===== config.mk =====
export PLATFORM = sky130hd
export DESIGN_NAME = dbus_message_deframer
export DESIGN_NICKNAME = d
export VERILOG_FILES = /design/src/rtl/dbmd_pkg.sv /design/src/rtl/dbmd_in_stage.sv /design/src/rtl/dbmd_framer.sv /design/src/rtl/dbmd_out_stage.sv /design/src/rtl/dbus_message_deframer.sv
export SDC_FILE = /design/constraint.sdc
export NUM_CORES = 1
export LEC_CHECK = 0
export BUFFER_PORTS_ARGS = -buffer_cell sky130_fd_sc_hd__buf_2
export CAP_MARGIN = 10
export CORE_UTILIZATION = 55
export DETAILED_ROUTE_END_ITERATION = 10
export MAX_ROUTING_LAYER = met4
export PLACE_DENSITY = 0.73
export SKIP_LAST_GASP = 1
export SLEW_MARGIN = 10
export SYNTH_ARGS = -nofsm -noshare
export SYNTH_HDL_FRONTEND = slang
export SYNTH_SLANG_ARGS = --single-unit

===== constraint.sdc =====
create_clock -name clk -period 11 [get_ports clk]
set_input_delay 0.55 -clock clk [delete_from_list [all_inputs] [get_ports clk]]
set_output_delay 0.55 -clock clk [all_outputs]
set_load 0.05 [all_outputs]

===== src/rtl/dbmd_pkg.sv =====
// shared constants, result struct and byte-lane helper for the message deframer
package dbmd_pkg;

  localparam int unsigned CapWidth   = 28;
  localparam int unsigned LenWidth   = 32;
  localparam logic [CapWidth-1:0] CapDefault = 28'd134217728;
  localparam logic [CapWidth-1:0] HdrFixed   = 28'd16;
  localparam logic [CapWidth-1:0] HdrAlign   = 28'd8;
  localparam logic [7:0] BeMark = 8'h42;

  // header byte offsets
  localparam logic [CapWidth-1:0] PosBodyLo   = 28'd4;
  localparam logic [CapWidth-1:0] PosBodyHi   = 28'd7;
  localparam logic [CapWidth-1:0] PosFieldsLo = 28'd12;
  localparam logic [CapWidth-1:0] PosHdrEnd   = 28'd15;

  typedef struct packed {
    logic [7:0]          data;
    logic                first;
    logic                last;
    logic [CapWidth-1:0] msg_len;
    logic                invalid;
  } result_t;

  // replace one byte lane of a length word, lane order set by endianness
  function automatic logic [LenWidth-1:0] put_byte(input logic [LenWidth-1:0] word,
                                                   input logic [1:0] idx,
                                                   input logic [7:0] b,
                                                   input logic be);
    logic [1:0]          lane;
    logic [LenWidth-1:0] w;
    lane = be ? ~idx : idx;
    w = word;
    unique case (lane)
      2'd0: w[7:0]   = b;
      2'd1: w[15:8]  = b;
      2'd2: w[23:16] = b;
      2'd3: w[31:24] = b;
      default: w = word;
    endcase
    return w;
  endfunction

endpackage


===== src/rtl/dbmd_in_stage.sv =====
// input register stage holding one received byte
module dbmd_in_stage (
  input  logic       clk,
  input  logic       rst,
  input  logic       in_valid,
  output logic       in_ready,
  input  logic [7:0] in_data,
  input  logic       out_free,
  output logic       hold_valid,
  output logic [7:0] hold_data,
  output logic       advance
);

  assign advance  = hold_valid && out_free;
  assign in_ready = !hold_valid || out_free;

  always_ff @(posedge clk) begin
    if (rst) begin
      hold_valid <= 1'b0;
    end else if (in_ready) begin
      hold_valid <= in_valid;
    end
  end

  always_ff @(posedge clk) begin
    if (in_ready && in_valid) begin
      hold_data <= in_data;
    end
  end

endmodule


===== src/rtl/dbmd_framer.sv =====
// message framing state and per-byte length logic
module dbmd_framer (
  input  logic                          clk,
  input  logic                          rst,
  input  logic                          cfg_we,
  input  logic [dbmd_pkg::CapWidth-1:0] cfg_wdata,
  input  logic                          advance,
  input  logic [7:0]                    data,
  output dbmd_pkg::result_t             result
);

  logic [dbmd_pkg::CapWidth-1:0] size_cap;
  logic [dbmd_pkg::CapWidth-1:0] position;
  logic                          big_endian;
  logic [dbmd_pkg::LenWidth-1:0] body_length;
  logic [dbmd_pkg::LenWidth-1:0] fields_length;
  logic [dbmd_pkg::CapWidth-1:0] total_length;
  logic                          failed;

  logic                          is_first;
  logic                          at_hdr_end;
  logic                          past_hdr;
  logic                          be_next;
  logic [dbmd_pkg::LenWidth-1:0] body_next;
  logic [dbmd_pkg::LenWidth-1:0] fields_next;
  logic                          pos_fail;
  logic                          len_fail;
  logic [dbmd_pkg::CapWidth:0]   hdr_round;
  logic [dbmd_pkg::CapWidth+1:0] tot_sum;
  logic                          tot_fail;
  logic                          failed_next;
  logic [dbmd_pkg::CapWidth-1:0] total_next;
  logic [dbmd_pkg::CapWidth:0]   pos_inc;
  logic                          last;

  always_comb begin
    is_first   = (position == '0);
    at_hdr_end = (position == dbmd_pkg::PosHdrEnd);
    past_hdr   = (position >= dbmd_pkg::PosHdrEnd);
    be_next    = is_first ? (data == dbmd_pkg::BeMark) : big_endian;

    body_next = body_length;
    if (position >= dbmd_pkg::PosBodyLo && position <= dbmd_pkg::PosBodyHi) begin
      body_next = dbmd_pkg::put_byte(body_length, position[1:0], data, be_next);
    end
    fields_next = fields_length;
    if (position >= dbmd_pkg::PosFieldsLo && position <= dbmd_pkg::PosHdrEnd) begin
      fields_next = dbmd_pkg::put_byte(fields_length, position[1:0], data, be_next);
    end

    // byte count check: position + 1 > cap
    pos_fail = (position >= size_cap);
    len_fail = (fields_next > {4'b0, size_cap}) || (body_next > {4'b0, size_cap});

    // fixed header plus fields, rounded up to 8, plus body
    hdr_round = ({1'b0, fields_next[dbmd_pkg::CapWidth-1:0]} + {1'b0, dbmd_pkg::HdrFixed}
                 + {1'b0, dbmd_pkg::HdrAlign} - 29'd1) & ~({1'b0, dbmd_pkg::HdrAlign} - 29'd1);
    tot_sum  = {1'b0, hdr_round} + {2'b0, body_next[dbmd_pkg::CapWidth-1:0]};
    tot_fail = (tot_sum > {2'b0, size_cap});

    failed_next = failed || pos_fail || (at_hdr_end && (len_fail || tot_fail));
    total_next  = at_hdr_end ? tot_sum[dbmd_pkg::CapWidth-1:0] : total_length;
    pos_inc     = {1'b0, position} + 29'd1;
    last        = !failed_next && past_hdr && (pos_inc >= {1'b0, total_next});

    result.data    = data;
    result.first   = is_first && !failed_next;
    result.last    = last;
    result.msg_len = (!failed_next && past_hdr) ? total_next : '0;
    result.invalid = failed_next;
  end

  always_ff @(posedge clk) begin
    if (rst) begin
      size_cap <= dbmd_pkg::CapDefault;
    end else if (cfg_we) begin
      size_cap <= cfg_wdata;
    end
  end

  always_ff @(posedge clk) begin
    if (rst) begin
      position      <= '0;
      big_endian    <= 1'b0;
      body_length   <= '0;
      fields_length <= '0;
      total_length  <= '0;
      failed        <= 1'b0;
    end else if (advance && !failed) begin
      big_endian <= be_next;
      failed     <= failed_next;
      if (!failed_next) begin
        if (last) begin
          position      <= '0;
          body_length   <= '0;
          fields_length <= '0;
          total_length  <= '0;
        end else begin
          position      <= pos_inc[dbmd_pkg::CapWidth-1:0];
          body_length   <= body_next;
          fields_length <= fields_next;
          total_length  <= total_next;
        end
      end
    end
  end

endmodule


===== src/rtl/dbmd_out_stage.sv =====
// result register driving the outgoing stream
module dbmd_out_stage (
  input  logic              clk,
  input  logic              rst,
  input  logic              load,
  input  dbmd_pkg::result_t result,
  output logic              out_free,
  output logic              out_valid,
  input  logic              out_ready,
  output dbmd_pkg::result_t held
);

  assign out_free = !out_valid || out_ready;

  always_ff @(posedge clk) begin
    if (rst) begin
      out_valid <= 1'b0;
    end else if (out_free) begin
      out_valid <= load;
    end
  end

  always_ff @(posedge clk) begin
    if (load) begin
      held <= result;
    end
  end

endmodule


===== src/rtl/dbus_message_deframer.sv =====
// top level of the message stream deframer
//
// usage: raw message bytes enter one per request on the s_axis channel and
// leave unchanged on the m_axis channel, tagged with framing marks. byte 0
// of a message picks the header byte order ('B' is big endian), bytes 4..7
// carry the body length and bytes 12..15 the header-fields length. the
// message total is 16 plus the fields length, rounded up to 8, plus the
// body length; the byte that reaches it leaves with tlast high and the next
// byte starts a new message (tuser[0]). message_length is shown from header
// byte 15 to the end of the message, else 0.
// a fields, body or total length above size_cap, or a byte count above it,
// sets a sticky error (tuser[1]) that stops framing until reset.
// path: a byte accepted sits in the input register, moves to the result
// register when that is free and is offered on m_axis from there.
// throughput: one byte per cycle while m_axis_tready is high (single pass of capture and compare).
// reset: clears the byte position, captured lengths, error flag and both
// stage valids; size_cap returns to 128 MiB.
// stall: with m_axis_tready low the result register holds and the input
// register still takes one more request before s_axis_tready drops.
// cfg_we/cfg_wdata write size_cap; write only while the block is idle.
module dbus_message_deframer (
  input  logic                          clk,
  input  logic                          rst,
  input  logic                          cfg_we,
  input  logic [dbmd_pkg::CapWidth-1:0] cfg_wdata,
  input  logic                          s_axis_tvalid,
  output logic                          s_axis_tready,
  input  logic [7:0]                    s_axis_tdata,   // [7:0] data_byte
  output logic                          m_axis_tvalid,
  input  logic                          m_axis_tready,
  output logic [39:0]                   m_axis_tdata,   // [7:0] out_byte, [35:8] message_length, rest 0
  output logic                          m_axis_tlast,   // last_of_message
  output logic [1:0]                    m_axis_tuser    // [0] first_of_message, [1] frame_error
);

  logic              out_free;
  logic              hold_valid;
  logic [7:0]        hold_data;
  logic              advance;
  dbmd_pkg::result_t result;
  dbmd_pkg::result_t held;

  // input register: takes a request whenever it is empty or the byte held can move on
  dbmd_in_stage u_in (
    .clk        (clk),
    .rst        (rst),
    .in_valid   (s_axis_tvalid),
    .in_ready   (s_axis_tready),
    .in_data    (s_axis_tdata),
    .out_free   (out_free),
    .hold_valid (hold_valid),
    .hold_data  (hold_data),
    .advance    (advance)
  );

  // framing state advances once per byte moved to the result register, until an error is flagged
  dbmd_framer u_framer (
    .clk       (clk),
    .rst       (rst),
    .cfg_we    (cfg_we),
    .cfg_wdata (cfg_wdata),
    .advance   (advance),
    .data      (hold_data),
    .result    (result)
  );

  dbmd_out_stage u_out (
    .clk       (clk),
    .rst       (rst),
    .load      (advance),
    .result    (result),
    .out_free  (out_free),
    .out_valid (m_axis_tvalid),
    .out_ready (m_axis_tready),
    .held      (held)
  );

  // pack result fields onto the stream
  assign m_axis_tdata = {4'b0, held.msg_len, held.data};
  assign m_axis_tlast = held.last;
  assign m_axis_tuser = {held.invalid, held.first};

endmodule


==> metrics.txt, run 1 <==
Synth Flop Type=dfxtp_1; post-synthesis register bit count=199; final WL=44,700 um; sequential element share of the synthesized area=0.313; pwr dens=105 nW/um^2; Fin. Hold Viols=0; DRT Pass-1 Iters=6; hpwl dp=32,900 um; Syn-to-layout area delta=8.61%; Slew @ Worst Pin=1.06 ns; synth cell count leaders=ha_1 (164), dfxtp_1 (152), nor2_1 (138); startpoint types=flip-flop; root buffer cell=clkbuf_16; Starting Density=0.563; VDD IR max=0.118 mV; Row Count=58; H-tree levels=4; layout cells sized above 1=0.132; count leader, synth=ha_1; setup tns final=0 ns; cell taking the most area after synthesis=dfxtp_1; # IOs=86; post-route insts no fill=1,934; largest net degree at the start of global routing=57; FF-to-FF End=u_framer.position[0]$_SDFFE_PP0P_; Hold WS=0.258 ns; mapped cell area=14,200 um^2; # placed instances=1,902; cell area after layout=15,400 um^2; crit path from=u_framer.position[11]$_SDFFE_PP0P_; Wirelength per Cell=23.1 um; final net count=1,797; Static Leakage=6.77 nW; chip width=163 um; crit path max fanout=56; R2R depth=33; Max-slew headroom=0.289; clk_skew=0.0169 ns; Netlist cell types=81; Area contributors post-synth=dfxtp_1 (21%), ha_1 (14%), edfxtp_1 (9.9%), mux2i_1 (5.1%), a22o_1 (4.6%); kind of critical path=flip-flop to flip-flop; Worst-Skew Late Latency=0.46 ns; Setup crit end=u_framer.position[0]$_SDFFE_PP0P_; clock slew at reported path FFs=0.09 ns; routability cong.=1.02; Mean Syn Cell Area=9.24 um^2; port bufs=81; Hold Buf Count CTS=0; number of synthesized flops with an enable pin=47; fraction of registers with async set/reset=0; Placed Area=14,800 um^2; CP max stage cell=nor3_1; clock period minus worst slack=10.37 ns; die area=26,500 um^2; fmax=96.4 MHz; vias in the first global route=11,900; first-pass GRT wire length=69,100 um; DRT antenna net count=0; CTS tree=yes; CP arrival=10.78 ns; worst hold-check path type=primary input to flip-flop; period utilization=0.943; RSZ-0062 raised after global routing=false; initial antenna violation count=0; YS warnings=0; Syn Inst Count=1,539; Vias=12,600; Slew Limit Fails=0; DR DRC count=0; # setup viols final=0; outcome=finished clean; Worst R2R Start=u_framer.position[11]$_SDFFE_PP0P_; clock sinks=199; max cap viols=0; Reg2Reg Setup Slack=0.63 ns; GRT Total Usage=0.352; die height=163 um; Worst EP required=11.41 ns; Worst setup EP type=flip-flop; drt via density=6.51; TritonCTS buffer count=17; core outline area=25,300 um^2; ant diodes=0; Yosys top cell area share=0.214; delay of the slowest critical-path stage=0.75 ns; grt total ovfl=0; Max clock buf depth=2; starting DRC count in detailed routing=1,290
==> worst min-delay path by stage <==
stage	startpoint	to	slack (ns)	cells after the start
after floorplan	u_framer.body_length[15]$_SDFFE_PP0P_	u_framer.body_length[15]$_SDFFE_PP0P_	0.44	1
after global placement	u_framer.body_length[9]$_SDFFE_PP0P_	u_framer.body_length[9]$_SDFFE_PP0P_	0.46	1
after detailed placement	u_framer.total_length[21]$_SDFFE_PP0P_	u_framer.total_length[21]$_SDFFE_PP0P_	0.46	1
after CTS	s_axis_tdata[3]	u_in.hold_data[3]$_DFFE_PP_	0.26	1
after global routing	s_axis_tdata[2]	u_in.hold_data[2]$_DFFE_PP_	0.26	1
final	s_axis_tdata[3]	u_in.hold_data[3]$_DFFE_PP_	0.26	1
==> layout make-up <==
| type | count | area [um^2] |
|---|---|---|
| tap | 330 | 413 |
| timing repair buffer | 105 | 586 |
| clock buffer | 17 | 425 |
| inverter | 70 | 263 |
| fill | 2202 | 9810 |
| sequential | 199 | 4450 |
| multi-input combinational | 1198 | 9120 |
| clock inverter | 15 | 181 |
==> kinds of logic (layout without fill, tap and decap cells) <==
| kind of cell | after synthesis | in the layout | share of synthesized area |
|---|---|---|---|
| XOR/XNOR | 57 | 57 | 0.0351 |
| adder cells (fa/ha/maj) | 165 | 165 | 0.146 |
| AO/OA/AOI/OAI | 420 | 420 | 0.228 |
| flip-flops | 199 | 199 | 0.313 |
| multiplexers | 94 | 94 | 0.0681 |
| other | 1 | 4 | 0.000264 |
| buffers and inverters | 145 | 207 | 0.0486 |
| AND/OR/NAND/NOR | 458 | 458 | 0.161 |
==> through the flow <==
step | worst slack (ns) | total power [W] | util
global placement | 0.872 | 0.000971 | 0.587
global route | 0.0429 | 0.00167 | 0.611
finish | 0.626 | 0.00162 | 0.611
detailed placement | 0.568 | 0.000974 | 0.587
floorplan | 2.36 | 0.000916 | -
CTS | 0.482 | 0.00162 | 0.611
==> worst max-delay path: cells and delay by family, from the launching register on <==
| family | cells | cell delay, ns |
|---|---|---|
| mux | 1 | 0.27 |
| simple gates | 14 | 4.83 |
| compound gates | 12 | 2.86 |
| fa+ha+maj | 2 | 0.72 |
| flops | 1 | 0.42 |
| buf+inv | 3 | 0.92 |
| xor+xnor | 1 | 0.26 |
==> what timing repair did <==
item / 4_1_cts / 5_1_grt
endpoints found under the setup margin: 0 / 116
buffers inserted: 0 / 0
gates resized for setup: 0 / 2
==> state kept, by name, indices dropped and copies added (netlist names) <==
signal,count
u_framer.big_endian,1
u_framer.body_length,32
u_framer.failed,1
u_framer.fields_length,32
u_framer.position,28
u_framer.size_cap,28
u_framer.total_length,28
u_in.hold_data,8
u_in.hold_valid,1
u_out.held,39
u_out.out_valid,1
==> cell usage in the layout (no fill, tap or decap), drive strengths merged, types with 8 or more instances in the layout <==
cell type,Yosys,layout
clkbuf,43,17
a31oi,8,8
a22o,75,75
and2,13,13
dfxtp,152,152
edfxtp,47,47
o21ai,67,67
nand2,107,107
nor2,138,138
nor4,22,22
xnor2,38,38
mux2,22,22
mux2i,72,72
clkinv,1,10
o211ai,11,11
xor2,19,19
o21a,20,20
buf,32,105
o31ai,11,11
a21o,28,28
inv,69,74
and4,8,8
a211oi,13,13
and3,30,30
or4,8,8
nand2b,13,13
a31o,9,9
ha,164,164
nand4,33,33
a21oi,75,75
nor2b,18,18
o2bb2ai,29,29
nand3,24,24
nor3,22,22
o311ai,10,10
==> per-layer routing <==
layer,vias up,share of wire,global-route usage
li1,5881,-,-
met1,6014,0.44,0.462
met2,568,0.45,0.547
met3,119,0.069,0.0446
met4,0,0.041,0.144
met5,-,0,-
==> power breakdown <==
group          switching, W  internal, W  total, W
clock              0.000352     0.000309  0.000660
sequential       0.00000751     0.000763  0.000770
combinational      0.000140    0.0000524  0.000192
Note: power is estimated with default switching activity, not from simulation.
==> inputs of run 2 (changes only) <==
- CTS_BUF_LIST: default -> sky130_fd_sc_hd__clkbuf_2
==> run 2 against run 1 <==
  * Combinational power grew 6%
  * Clock skew grew 0.044 ns
  * Cell area grew 0.30%
  * Fmax grew 2.1%
  * Worst hold slack gained 0.056 ns
  * Die area is the same
  * Global-route usage grew 0.27 points
==> metrics.txt, run 2 (synthesized netlist as in run 1, its figures left out) <==
drt via density=6.47; DRT antenna net count=0; starting DRC count in detailed routing=1,320; Worst-Skew Late Latency=0.85 ns; startpoint types=flip-flop; die area=26,500 um^2; setup tns final=0 ns; Hold WS=0.315 ns; Worst setup EP type=flip-flop; Static Leakage=6.79 nW; period utilization=0.924; Worst EP required=11.75 ns; cell area after layout=15,500 um^2; most frequent cells in the layout=ha_1 (164), dfxtp_1 (152), nor2_1 (137), nand2_1 (106), buf_2 (81); root buffer cell=clkbuf_2; routability cong.=1.02; hpwl dp=32,900 um; final core occ=0.613; grt total ovfl=0; die height=163 um; Fin. Hold Viols=0; DR DRC count=0; GRT Total Usage=0.355; Vias=12,800; Starting Density=0.563; clock slew at reported path FFs=0.38 ns; final WL=45,100 um; Placed Area=14,800 um^2; Post-CTS Setup Bufs=0; TritonCTS buffer count=17; outcome=finished clean; RSZ-0062 raised after global routing=false; CP arrival=10.91 ns; worst hold-check path type=primary input to flip-flop; fmax=98.4 MHz; max reg flops=39; Syn-to-layout area delta=8.93%; vias in the first global route=12,100; Slew Limit Fails=0; pwr dens=89.1 nW/um^2; VDD IR max=0.0701 mV; routed wl met2=20,400 um; CTS tree=yes; layout cells sized above 1=0.129; routed length on met3=3140 um; # setup viols final=0; kind of critical path=flip-flop to flip-flop; Top Registers=u_out.held: 39 flops, u_framer.body_length: 32 flops, u_framer.fields_length: 32 flops; final net count=1,835; chip width=163 um; clock sinks=199; Wirelength per Cell=22.9 um; first-pass GRT wire length=69,600 um; Max-slew headroom=0.302; largest net degree at the start of global routing=57; delay of the slowest critical-path stage=0.70 ns; most common cell after layout, fill and taps aside=ha_1; port bufs=81; metal1 wirelength=19,700 um; crit path max fanout=37; max cap viols=0; core outline area=25,300 um^2; Row Count=58; clk_skew=0.0605 ns; Slew @ Worst Pin=1.04 ns; initial antenna violation count=1; Max clock buf depth=2; DRT Pass-1 Iters=6; H-tree levels=4; highest metal used=met4; clock period minus worst slack=10.16 ns; CP max stage cell=nor3_1; Reg with most FFs=u_out.held; # IOs=86
## run 2: path summary, 6_finish.rpt
path | from | to | slack (ns) | depth (start not counted)
setup / recovery | u_framer.position[11]$_SDFFE_PP0P_ | u_framer.position[12]$_SDFFE_PP0P_ | 0.84 | 31
hold / removal | rst | u_framer.failed$_SDFFE_PP0P_ | 0.31 | 2
setup reg to reg | u_framer.position[11]$_SDFFE_PP0P_ | u_framer.position[12]$_SDFFE_PP0P_ | 0.84 | 31
hold reg to reg | u_framer.total_length[17]$_SDFFE_PP0P_ | u_framer.total_length[17]$_SDFFE_PP0P_ | 0.49 | 1
## run 2: area by class of cell
class,instances,area [um^2]
inverters,70,263
repair buffers,143,970
clock buffers,17,85.1
well taps,330,413
multi-input cells,1198,9120
diodes,1,2.50
fillers,2210,9770
clock inverters,15,181
flip-flops and latches,199,4450
## run 2: metal layers
metal  track usage  up-vias
li1              -     5958
met1         0.466     6086
met2         0.550      609
met3        0.0446      111
met4         0.146        0
met5             -        -
## run 2: critical path, delay by kind of cell, from the launching register on
kind | cells | cell delay (ns)
compound gates | 13 | 3.19
xor+xnor | 1 | 0.24
fa+ha+maj | 2 | 0.72
buf+inv | 1 | 0.21
simple gates | 14 | 5.16
flops | 1 | 0.51
## run 2: per-stage QoR
stage                     setup slack [ns]  power (W)  cells
after floorplan                       2.36   0.000916   1542
after global placement               0.872   0.000971   1902
after detailed placement             0.568   0.000974   1902
after CTS                            0.439    0.00138   1972
after global routing                 0.103    0.00142   1973
final                                0.839    0.00138   1973
## run 2: repair_timing
action,4_1_cts,5_1_grt
hold buffers,38,0
hold endpoints to repair,38,0
resized for setup,0,3
setup endpoints to repair,0,123
## run 2: where the power goes
| group | switching, W | leakage [nW] | internal [W] |
|---|---|---|---|
| registers | 0.00000769 | 1.66 | 0.000768 |
| logic | 0.000142 | 4.98 | 0.0000612 |
| clock network | 0.000322 | 0.153 | 0.0000802 |
==> inputs of run 3 (changes only) <==
- SYNTH_HIERARCHICAL: default -> 1
==> run 3 against run 2 <==
  * Global-route usage shrank 0.27 points
  * Clock power decreased by 2%
  * Largest cell class unchanged
  * Cell count is 2.4% higher
  * Fmax decreased by 1.2%
  * Combinational power grew 4%
==> metrics.txt, run 3 <==
outcome=finished clean; die area=26,900 um^2; final WL=45,500 um; synth cell count leaders=ha_1 (163), nor2_1 (153), dfxtp_1 (152); setup tns final=0 ns; startpoint types=flip-flop; worst setup margin=0.711 ns; count leader, synth=ha_1; root buffer cell=clkbuf_2; fraction of registers with async set/reset=0; Placed Area=14,900 um^2; cell area after layout=15,600 um^2; max reg flops=39; Syn Inst Count=1,612; Area contributors post-synth=dfxtp_1 (21%), ha_1 (14%), edfxtp_1 (9.8%), mux2i_1 (4.5%), a22o_1 (4.3%); CP arrival=11.09 ns; worst hold-check path type=primary input to flip-flop; max cap viols=0; R2R depth=37; delay of the slowest critical-path stage=0.75 ns; Mean Syn Cell Area=8.94 um^2; kind of critical path=flip-flop to flip-flop; DRT Pass-1 Iters=6; post-synthesis register bit count=199; # IOs=86; final net count=1,880; Post-CTS Setup Bufs=0; Max clock buf depth=2; Max-slew headroom=0.272; pre-CTS setup slack=1.13 ns; worst hold stages=2; Syn-to-layout area delta=8.15%; TritonCTS buffer count=17; starting DRC count in detailed routing=1,470; pwr dens=88.4 nW/um^2; die height=164 um; most common cell after layout, fill and taps aside=ha_1; clk_skew=0.0519 ns; fmax=97.2 MHz; hpwl dp=33,900 um; Static Leakage=6.84 nW; Worst-Skew Late Latency=0.87 ns; grt total ovfl=0; Yosys top cell area share=0.211; DR DRC count=0; DRT antenna net count=0; Worst EP required=11.80 ns; VDD IR max=0.0775 mV; Top delay family on crit path=compound AO/OA/AOI/OAI gates; drt via density=6.53; most frequent cells in the layout=ha_1 (163), nor2_1 (152), dfxtp_1 (152), nand2_1 (95), inv_1 (95); CTS tree=yes; number of synthesized flops with an enable pin=47; largest net degree at the start of global routing=69; Synth Flop Type=dfxtp_1; YS warnings=6; layout cells sized above 1=0.120; period utilization=0.935; Top Registers=u_out/held: 39 flops, u_framer/body_length: 32 flops, u_framer/fields_length: 32 flops; initial antenna violation count=1; Starting Density=0.566; Wirelength per Cell=22.5 um; routability cong.=1.08; clock slew at reported path FFs=0.34 ns; Netlist cell types=94; WP depth=37; port bufs=81; cell taking the most area after synthesis=dfxtp_1; GRT Total Usage=0.352; first-pass GRT wire length=69,900 um; Slew Limit Fails=0; clock period minus worst slack=10.29 ns; Worst Path Buf+Inv=3; clock sinks=199; # setup viols final=0; Worst setup EP type=flip-flop; chip width=164 um; CP max stage cell=a21oi_4; Vias=13,200; Row Count=58; crit path max fanout=68; core outline area=25,500 um^2; vias in the first global route=12,400; sequential element share of the synthesized area=0.309; Slew @ Worst Pin=1.08 ns; Reg with most FFs=u_out/held; mapped cell area=14,400 um^2; Fin. Hold Viols=0; RSZ-0062 raised after global routing=false; H-tree levels=4
[run 3: cell count changes in the layout (fill, tap and decap cells not counted), sizes merged, moves of 9 or more]
| cell | previous run | this run |
|---|---|---|
| a21oi | 75 | 87 |
| o22ai | 1 | 14 |
| a211oi | 13 | 23 |
| xnor2 | 38 | 47 |
| nand3 | 24 | 47 |
| o311ai | 10 | 1 |
| nand2 | 107 | 95 |
| inv | 74 | 101 |
| a211o | 3 | 15 |
| nor3 | 22 | 32 |
| nor2 | 138 | 154 |
[run 3: per-layer routing]
layer	up-vias	routed length, um	GRT usage
met5	-	0	-
met4	0	2130	0.163
met3	144	4240	0.0629
met2	725	20000	0.541
met1	6203	19200	0.449
li1	6111	-	-
[run 3: final cells by class]
cell class / instances / area, um^2
clock inverters: 15 / 183
diodes: 2 / 5.00
multi-input cells: 1224 / 9140
fillers: 2241 / 9890
clock buffers: 17 / 85.1
well taps: 330 / 413
inverters: 96 / 360
repair buffers: 137 / 946
flip-flops and latches: 199 / 4450
[run 3: worst register-to-register path, delay by kind of cell (launching register included)]
family | cells | cell delay [ns]
AO/OA/AOI/OAI | 19 | 5.57
AND/OR/NAND/NOR | 10 | 1.94
buffers and inverters | 3 | 1.06
adder cells (fa/ha/maj) | 3 | 0.94
flip-flops | 1 | 0.37
multiplexers | 1 | 0.27
XOR/XNOR | 1 | 0.12
[run 3: stage by stage]
step | total power (W) | hold slack [ns] | std cells | util
floorplan | 0.000922 | 0.429 | 1615 | -
global placement | 0.000978 | 0.440 | 1948 | 0.586
detailed placement | 0.000982 | 0.446 | 1948 | 0.586
CTS | 0.00138 | 0.248 | 2018 | 0.612
global route | 0.00143 | 0.253 | 2020 | 0.612
finish | 0.00138 | 0.268 | 2020 | 0.612
[run 3: kinds of logic after synthesis]
kind of cell | Yosys count | share of synthesized area
AND/OR/NAND/NOR | 471 | 0.169
AO/OA/AOI/OAI | 445 | 0.226
flip-flops | 199 | 0.309
buffers and inverters | 192 | 0.0596
adder cells (fa/ha/maj) | 164 | 0.143
multiplexers | 82 | 0.0584
XOR/XNOR | 58 | 0.0352
other | 1 | 0.000260
[run 3: path summary, 6_finish.rpt]
| check | from | endpoint | slack, ns |
|---|---|---|---|
| hold reg to reg | u_framer/body_length[30]$_SDFFE_PP0P_ | u_framer/body_length[30]$_SDFFE_PP0P_ | 0.49 |
| setup reg to reg | u_framer/position[0]$_SDFFE_PP0P_ | u_framer/body_length[14]$_SDFFE_PP0P_ | 0.71 |
| setup / recovery | u_framer/position[0]$_SDFFE_PP0P_ | u_framer/body_length[14]$_SDFFE_PP0P_ | 0.71 |
| hold / removal | rst | u_framer/size_cap[6]$_SDFFE_PP0P_ | 0.27 |
[run 3: repair_timing]
action | in CTS | in global routing
endpoints found under the hold margin | 38 | 0
gates resized for setup | 0 | 0
hold buffers | 38 | 0
[run 3: where the power goes]
part	switching, W	internal [W]	total (W)	leakage (nW)
clock network	0.000310	0.0000818	0.000392	0.157
logic	0.000143	0.0000674	0.000211	5.00
registers	0.0000102	0.000766	0.000776	1.68
